$ cat config.mk
export PLATFORM = sky130hd
export DESIGN_NAME = sdm_ctrl
export DESIGN_NICKNAME = d
export VERILOG_FILES = /design/src/sdm_pkg.sv /design/src/sdm_ctrl.sv
export SDC_FILE = /design/constraint.sdc
export NUM_CORES = 1
export LEC_CHECK = 0
export ABC_CLOCK_PERIOD_IN_PS = 5100
export BUFFER_PORTS_ARGS = -buffer_cell sky130_fd_sc_hd__buf_2
export CAP_MARGIN = 10
export CORE_MARGIN = 2
export CORE_UTILIZATION = 45
export DETAILED_ROUTE_END_ITERATION = 7
export PLACE_DENSITY = 0.67
export SYNTH_ARGS = -nofsm -noshare
export SYNTH_HDL_FRONTEND = slang
export SYNTH_SLANG_ARGS = --single-unit
$ cat constraint.sdc
create_clock -name clock -period 5.1 [get_ports clock]
set_input_delay 1.02 -clock clock [delete_from_list [all_inputs] [get_ports clock]]
set_output_delay 1.02 -clock clock [all_outputs]
set_load 0.005 [all_outputs]
$ cat src/sdm_pkg.sv
package sdm_pkg;

   // sample and register field widths
   localparam int SAMPLE_BITS = 24;
   localparam int LATENCY_W   = 15;
   localparam int INTERVAL_W  = 18;
   localparam int LEVEL_W     = 23;
   localparam int MIX_W       = 13;
   localparam int GAIN_W      = 16;

   // register write port
   localparam int CSR_INDEX_W = 3;
   localparam int CSR_DATA_W  = 23;

   localparam logic [CSR_INDEX_W-1:0] REG_LATENCY     = 3'd0;
   localparam logic [CSR_INDEX_W-1:0] REG_PING_ENABLE = 3'd1;
   localparam logic [CSR_INDEX_W-1:0] REG_PING_INTVL  = 3'd2;
   localparam logic [CSR_INDEX_W-1:0] REG_PING_LEVEL  = 3'd3;
   localparam logic [CSR_INDEX_W-1:0] REG_MIX_AMOUNT  = 3'd4;
   localparam logic [CSR_INDEX_W-1:0] REG_INPUT_GAIN  = 3'd5;
   localparam logic [CSR_INDEX_W-1:0] REG_OUTPUT_GAIN = 3'd6;
   localparam logic [CSR_INDEX_W-1:0] REG_BYPASS      = 3'd7;

   // reset values
   localparam logic [LATENCY_W-1:0]  RST_LATENCY  = 15'd480;
   localparam logic [INTERVAL_W-1:0] RST_INTERVAL = 18'd48000;
   localparam logic [LEVEL_W-1:0]    RST_LEVEL    = 23'd2107175;
   localparam logic [MIX_W-1:0]      RST_MIX      = 13'd4096;
   localparam logic [GAIN_W-1:0]     RST_GAIN     = 16'd4096;

   // Q1.12 mix constants
   localparam logic [MIX_W-1:0] Q12_ONE      = 13'd4096;
   localparam logic [MIX_W-1:0] MIX_WET_ONLY = 13'd4092;

   typedef struct packed {
      logic signed [SAMPLE_BITS-1:0] left_in;
      logic signed [SAMPLE_BITS-1:0] right_in;
   } req_item_type;

   typedef struct packed {
      logic signed [SAMPLE_BITS-1:0] left_out;
      logic signed [SAMPLE_BITS-1:0] right_out;
   } rsp_item_type;

   // settings and per-item control shared by both lanes
   typedef struct packed {
      logic [GAIN_W-1:0]  input_gain;
      logic [GAIN_W-1:0]  output_gain;
      logic [MIX_W-1:0]   mix_amount;
      logic [LEVEL_W-1:0] ping;
      logic               bypass;
      logic               lat_zero;
      logic               hist_valid;
   } lane_cfg_type;

   // stage enables from the sequencer
   typedef struct packed {
      logic load;
      logic prod;
      logic sum;
      logic mulmix;
      logic mix;
      logic mulout;
   } lane_step_type;

endpackage

$ cat src/sdm_ctrl.sv
module sdm_ctrl #(
   parameter int DELAY_DEPTH = 32768,
   localparam int POS_W = $clog2(DELAY_DEPTH)
) (
   input  logic                              clock,
   input  logic                              reset,
   input  logic                              csr_write,
   input  logic [sdm_pkg::CSR_INDEX_W-1:0]   csr_index,
   input  logic [sdm_pkg::CSR_DATA_W-1:0]    csr_wdata,
   input  logic                              advance,
   output sdm_pkg::lane_cfg_type             cfg,
   output logic [POS_W-1:0]                  wr_pos,
   output logic [POS_W-1:0]                  rd_pos
);
   import sdm_pkg::*;

   localparam logic [POS_W-1:0] LAST_POS = POS_W'(DELAY_DEPTH - 1);

   logic [LATENCY_W-1:0]  latency_ff;
   logic                  ping_en_ff;
   logic [INTERVAL_W-1:0] interval_ff;
   logic [LEVEL_W-1:0]    level_ff;
   logic [MIX_W-1:0]      mix_ff;
   logic [GAIN_W-1:0]     in_gain_ff;
   logic [GAIN_W-1:0]     out_gain_ff;
   logic                  bypass_ff;
   logic [POS_W-1:0]      wp_ff;
   logic                  full_ff;
   logic [INTERVAL_W-1:0] cd_ff;

   logic [INTERVAL_W-1:0] eff_interval;
   logic [INTERVAL_W-1:0] new_interval;
   logic [INTERVAL_W-1:0] cd_in;
   logic [POS_W-1:0]      lat_eff;
   logic [POS_W:0]        wrap_pos;
   logic                  lat_zero;

   assign eff_interval = (interval_ff == '0) ? INTERVAL_W'(1) : interval_ff;
   assign new_interval = (csr_wdata[INTERVAL_W-1:0] == '0) ? INTERVAL_W'(1)
                                                         : csr_wdata[INTERVAL_W-1:0];

   // a latency setting at or above DELAY_DEPTH saturates to LAST_POS, the last store position
   assign lat_eff  = (32'(latency_ff) >= 32'(DELAY_DEPTH)) ? LAST_POS : POS_W'(latency_ff);
   assign lat_zero = (latency_ff == '0);
   assign wrap_pos = (POS_W+1)'(wp_ff) + (POS_W+1)'(DELAY_DEPTH) - (POS_W+1)'(lat_eff);

   assign wr_pos = wp_ff;
   assign rd_pos = (wp_ff >= lat_eff) ? (wp_ff - lat_eff) : wrap_pos[POS_W-1:0];

   // countdown step for one processed item
   always_comb begin
      if (ping_en_ff) begin
         cd_in = (cd_ff == '0) ? (eff_interval - INTERVAL_W'(1)) : (cd_ff - INTERVAL_W'(1));
      end else begin
         cd_in = eff_interval;
      end
   end

   always_comb begin
      cfg.input_gain  = in_gain_ff;
      cfg.output_gain = out_gain_ff;
      cfg.mix_amount  = mix_ff;
      cfg.ping        = (ping_en_ff && cd_ff == '0) ? level_ff : '0;
      cfg.bypass      = bypass_ff;
      cfg.lat_zero    = lat_zero;
      // entries are written in order from zero after a clear
      cfg.hist_valid  = full_ff || (wp_ff >= lat_eff);
   end

   always_ff @(posedge clock) begin
      if (reset) begin
         latency_ff  <= RST_LATENCY;
         ping_en_ff  <= 1'b0;
         interval_ff <= RST_INTERVAL;
         level_ff    <= RST_LEVEL;
         mix_ff      <= RST_MIX;
         in_gain_ff  <= RST_GAIN;
         out_gain_ff <= RST_GAIN;
         bypass_ff   <= 1'b0;
         wp_ff       <= '0;
         full_ff     <= 1'b0;
         cd_ff       <= RST_INTERVAL;
      end else if (csr_write) begin
         case (csr_index)
            REG_LATENCY: begin
               latency_ff <= csr_wdata[LATENCY_W-1:0];
               wp_ff      <= '0;
               full_ff    <= 1'b0;
            end
            REG_PING_ENABLE: ping_en_ff <= csr_wdata[0];
            REG_PING_INTVL: begin
               interval_ff <= csr_wdata[INTERVAL_W-1:0];
               if (cd_ff > new_interval) begin
                  cd_ff <= new_interval;
               end
            end
            REG_PING_LEVEL:  level_ff    <= csr_wdata[LEVEL_W-1:0];
            REG_MIX_AMOUNT:  mix_ff      <= csr_wdata[MIX_W-1:0];
            REG_INPUT_GAIN:  in_gain_ff  <= csr_wdata[GAIN_W-1:0];
            REG_OUTPUT_GAIN: out_gain_ff <= csr_wdata[GAIN_W-1:0];
            REG_BYPASS:      bypass_ff   <= csr_wdata[0];
            default: ;
         endcase
      end else if (advance && !bypass_ff) begin
         cd_ff <= cd_in;
         if (!lat_zero) begin
            if (wp_ff == LAST_POS) begin
               wp_ff   <= '0;
               full_ff <= 1'b1;
            end else begin
               wp_ff <= wp_ff + POS_W'(1);
            end
         end
      end
   end

`ifndef SYNTHESIS
   a_wp_range: assert property (@(posedge clock) disable iff (reset)
      wp_ff <= LAST_POS)
      else $error("write position beyond delay store");

   a_cd_bound: assert property (@(posedge clock) disable iff (reset)
      cd_ff <= eff_interval)
      else $error("ping countdown above interval");

   a_lat_clear: assert property (@(posedge clock) disable iff (reset)
      (csr_write && csr_index == REG_LATENCY) |=> (wp_ff == '0 && !full_ff))
      else $error("latency write did not clear history");
`endif

endmodule

Word level (Yosys, flattened, before mapping)
Index checks and enable logic that the tools add are counted.
{ "totals": {"register_bits": 137, "inputBits": 30, "output_inout_bits": 101, "elab_cells": 73} }
{ "op_classes": {"n_addsub": 6, "magnitude_cmp": 2, "eq_ne": 12, "n_mux": 20, "reduce_logical": 22} }
{ "op_table": {"columns": ["op", "count"], "rows": [
  ["$mux W18", 8],
  ["$mux W15", 6],
  ["$logic_not A18 Y1", 3],
  ["$sub A18 B1 Y18 const B", 2],
  ["$add A15 B1 Y15 const B", 2],
  ["$sub A15 B15 Y15", 2],
  ["$mux W23", 1],
  ["$gt A18 B18 Y1", 1],
  ["$reduce_and A2 Y1", 8],
  ["$eq A15 B15 Y1 const B", 1],
  ["$ge A15 B15 Y1", 1],
  ["$logic_not A15 Y1", 1],
  ["$eq A3 B3 Y1 const B", 4],
  ["$eq A3 B2 Y1 const B", 2],
  ["$ne A2 B1 Y1 const B", 3],
  ["$reduce_and A3 Y1", 2],
  ["$mux W1", 5],
  ["$reduce_and A4 Y1", 1],
  ["$reduce_bool A2 Y1", 2],
  ["$eq A3 B1 Y1 const B", 1],
  ["$logic_not A3 Y1", 1],
  ["$logic_and A1 B1 Y1", 2],
  ["$ne A2 B2 Y1 const B", 1],
  ["$logic_not A1 Y1", 1],
  ["$logic_or A1 B1 Y1", 1]
]} }

Longest topological paths before layout
{ "depth": {"ltp_word": 7, "ltp_mapped": 15, "ltp_nobuf": 12} }

Worst setup path after synthesis
OpenSTA, ideal clock, no wires.
{ "synth_timing": {"path_kind": "reg2reg", "start": "reg cd_ff[9]", "end": "reg cd_ff[16]", "setup_time_ns": 0.133, "arrival_time_ns": 3.410, "required_time_ns": 4.967, "slack_ns": 1.557, "path_stages_with_launch": 15, "path_buffers": 3, "cell_sequence": "dfxtp_1 -> or4_1 -> clkbuf_1 -> or4_1 -> buf_2 -> nor2_1 -> buf_2 -> a21oi_1 -> ha_1 -> or3b_2 -> a311oi_2 -> nor3b_2 -> mux2_1 -> a211o_1 -> nor4bb_1"} }
{ "synth_between": {"elab_chain_len": 5, "elab_cells_between_ends": 9} }
{ "synth_rtl": {"columns": ["element", "line", "rtl"], "rows": [
  ["start: declaration", "sdm_ctrl.sv:29", "logic [INTERVAL_W-1:0] cd_ff;"],
  ["start signal: assignment", "sdm_ctrl.sv:94", "cd_ff <= new_interval;"],
  ["start signal: assignment", "sdm_ctrl.sv:105", "cd_ff <= cd_in;"],
  ["$sub A18 B1 Y18 / $logic_not A18 Y1 (equally long branches)", "sdm_ctrl.sv:53", "cd_in = (cd_ff == '0) ? (eff_interval - INTERVAL_W'(1)) : (cd_ff - INTERVAL_W'(1));"],
  ["$mux W18", "sdm_ctrl.sv:53", null],
  ["$mux W18", "sdm_ctrl.sv:52", "if (ping_en_ff) begin"],
  ["$mux W18", "sdm_ctrl.sv:104", "end else if (advance && !bypass_ff) begin"],
  ["$mux W18", "sdm_ctrl.sv:83", "end else if (csr_write) begin"]
]} }
Parallel ways exist; a longest one is shown, timed or not. The select of a mux whose other input is x is not followed.
A chain may end at the register's enable or synchronous reset.

Final worst setup path
Same ends and word-level chain as after synthesis.

==> flow_summary.json <==
{
  "end_kind": "flip-flop",
  "min_period_ns": 4.02,
  "cts_buffer_depth": 2,
  "switching_share_pct": 26.0,
  "timing.rr.end": "cd_ff[16]",
  "path_class": "flip-flop to flip-flop",
  "yosysSeqAreaShare_pct": 36.1,
  "layout-drive-gt1-share_pct": 17.2,
  "path_clk_slew_ns": 0.06,
  "setup_viol": 0,
  "cpMostUsedCell": "or4_1",
  "die_x_microns": 134,
  "yosys.cell_types.count": 78,
  "crit_cells": 11,
  "syn_area_sq_um": 7590,
  "place_congestion": 0.901,
  "nets": 1171,
  "required_ns": 5.38,
  "hold_viol": 0,
  "avgRoutedWirePerCell_microns": 18.3,
  "max_clock_freq_mhz": 249,
  "hold_slack_ns": 0.450,
  "antenna_found_initial": 0,
  "grt_pass1_wl_microns": 38500,
  "min_to": "level_ff[14]",
  "clock_skew_ns": 0.0108,
  "pwr-share-comb_pct": 10.3,
  "power_mw": 2.65,
  "synth_xor_area_share_pct": 2.08,
  "syn_area_per_cell_sq_um": 7.55,
  "maxSlewViolCount": 0,
  "cp_top_family": "simple AND/OR/NAND/NOR gates",
  "cts_tree": "yes",
  "grt_setup_unrepaired": "no",
  "clock_sinks": 137,
  "post-dp-hpwl_microns": 17200,
  "clk_latency_ns": 0.42,
  "synth_fp_nets": 1072,
  "seq_power_share_pct": 42.8,
  "hold_path_depth": 2,
  "critPathSlowestCell": "a311oi_2",
  "synth_top_area_cell": "dfxtp_1",
  "final_cells": 1335,
  "num_vias": 7700,
  "synth_mux_area_share_pct": 0.692,
  "nFillCells": 1600,
  "worstHoldPathType": "flip-flop to flip-flop",
  "setup_slack_ns": 1.08,
  "internal-power_mw": 1.96,
  "htree_levels": 4,
  "port_buffers": 130,
  "async_reset_ff_share_pct": 0,
  "area_growth_pct": 17.7,
  "yosys_most_used_dff": "dfxtp_1",
  "initial_core_util_pct": 46.0,
  "cts_hold_buf": 0,
  "irDropWorstVdd_uv": 274,
  "worst_slew_pin_slew_ns": 1.08,
  "yosys-top-cells-area": "dfxtp_1 36%, nand2_1 11%, a21oi_1 8.1%",
  "synth_top_family_by_area": "simple AND/OR/NAND/NOR gates",
  "die_h_microns": 134,
  "final_util_pct": 54.1,
  "cp.buffers_inverters": 0,
  "cp-start-kind": "flip-flop",
  "clkPwrFrac_pct": 46.9,
  "ys_warn_count": 0,
  "holdCritStartpoint": "level_ff[14]",
  "synth_cells": 1006,
  "dp_cells": 1306,
  "die_area_sq_um": 17900,
  "grt_pass1_vias": 6909,
  "rows": 47,
  "r2r_cells": 11,
  "synth_edf_count": 0,
  "dp_worst_setup_slack_ns": 1.19,
  "finalCritPeriodShare_pct": 78.8,
  "cts_resized": 0,
  "synth_compound_area_share_pct": 22.3,
  "drt-total-wl_microns": 24500,
  "fin_setup_tns_ns": 0,
  "outcome": "complete, no violations",
  "diodes": 0,
  "cp_max_fo": 7,
  "slew_headroom_pct": 27.5,
  "drtIter0Drc": 683,
  "drtPass1Iterations": 6,
  "critical-path-max-stage-delay_ns": 0.61,
  "cts_buffers": 17,
  "grt_overflow_total": 0,
  "max-cap-violations": 0,
  "cts_setup_buffers": 0,
  "synth-simple-area-share_pct": 27.3,
  "worstReg2RegStart": "cd_ff[9]",
  "grt_max_degree": 97,
  "detail_route.vias_per_cell": 5.77,
  "ys_ff_latch": 137,
  "drt.antenna.violating_nets": 0,
  "design_area_sq_um": 8940,
  "io_pins": 131,
  "grt_use_total_pct": 27.2,
  "drc": 0,
  "synthAdderAreaFrac_pct": 6.03,
  "crit_path_cell_trace": "or4_1 -> or4_1 -> nor2_1 -> a21oi_1 -> ha_1 -> or3b_2 -> a311oi_2 -> nor3b_2 -> mux2_1 -> a211o_1 -> nor4bb_1",
  "p_per_area_nw_per_um2": 297,
  "core_area_sq_um": 16500,
  "p_leak_nw": 3.73,
  "worst-r2r-setup-slack_ns": 1.08,
  "cp.arrival_ns": 4.30,
  "place_area_sq_um": 8360,
  "synth_top_area_share_pct": 36.1,
  "switchingPower_mw": 0.690,
  "clock-root-buffer": "clkbuf_16"
}
## kinds of logic after synthesis
| logic type | Yosys count |
|---|---|
| compound gates | 262 |
| xor+xnor | 18 |
| fa+ha+maj | 36 |
| buf+inv | 109 |
| flops | 137 |
| mux | 5 |
| simple gates | 439 |
## routing by layer
metal  GRT usage, %  up-vias  wire (microns)
li1               -     3751               -
met2           42.8      319           11100
met1           37.8     3606           11200
met3           6.01       24            1890
met5              0        -               0
met4           7.15        0             268
## synthesized netlist by cell type, drive strengths merged (13+ instances only)
master / instances
nand2: 219
dfxtp: 137
a21oi: 123
nor2: 67
clkbuf: 53
inv: 48
ha: 35
and2: 29
nor3: 26
o211ai: 24
o21ai: 24
nand4: 14
nor4: 13
## registers in the layout, indices dropped and copies added, names as in the netlist
signal       cells
level_ff        23
in_gain_ff      16
interval_ff     18
full_ff          1
ping_en_ff       1
cd_ff           18
out_gain_ff     16
bypass_ff        1
lat_eff         15
mix_ff          13
wr_pos          15
## power groups by stage
stage | Sequential, mW | Combinational, mW | Clock [mW]
floorplan | 1.15 | 0.178 | 0
global placement | 1.16 | 0.268 | 0
detailed placement | 1.16 | 0.269 | 0
CTS | 1.13 | 0.271 | 1.26
global route | 1.14 | 0.303 | 1.31
finish | 1.14 | 0.273 | 1.24
## worst reg2reg max path: stages (launching register included)
cell,delay [ns]
dfxtp_1,0.48
or4_1,0.33
or4_1,0.38
nor2_1,0.13
a21oi_1,0.17
ha_1,0.21
or3b_2,0.50
a311oi_2,0.61
nor3b_2,0.32
mux2_1,0.35
a211o_1,0.28
nor4bb_1,0.12
## layout by cell type (no fill, tap or decap), drive strengths merged, types with 9 or more instances in the layout
master,synthesis,routed
nor4,13,13
nand3,12,12
a211oi,11,11
inv,48,50
buf,7,140
clkbuf,53,18
xor2,9,9
o211ai,24,24
nand2,219,219
a21oi,123,123
and2,29,29
or4,9,9
ha,35,35
o21ai,24,24
nor2,67,67
dfxtp,137,137
nor3,26,26
nand4,14,14
or3,9,9
xnor2,9,9
## final cells by class
| class | instances | area, sq um | area share [%] |
|---|---|---|---|
| clock buffers | 18 | 429 | 4.80 |
| well taps | 220 | 275 | 3.08 |
| inverters | 49 | 184 | 2.06 |
| repair buffers | 140 | 728 | 8.14 |
| clock inverters | 11 | 149 | 1.67 |
| multi-input cells | 760 | 4430 | 49.6 |
| flip-flops and latches | 137 | 2740 | 30.7 |
## worst max path at each step
| stage | startpoint | end | slack [ns] |
|---|---|---|---|
| after floorplan | cd_ff[9] | cd_ff[16] | 1.56 |
| after global placement | cd_ff[9] | cd_ff[16] | 1.19 |
| after detailed placement | cd_ff[9] | cd_ff[16] | 1.19 |
| after CTS | lat_eff[0] | rd_pos[14] | 1.10 |
| after global routing | wr_pos[2] | rd_pos[14] | 0.89 |
| final | cd_ff[9] | cd_ff[16] | 1.08 |
No activity file was read; power rests on OpenSTA's default activity.
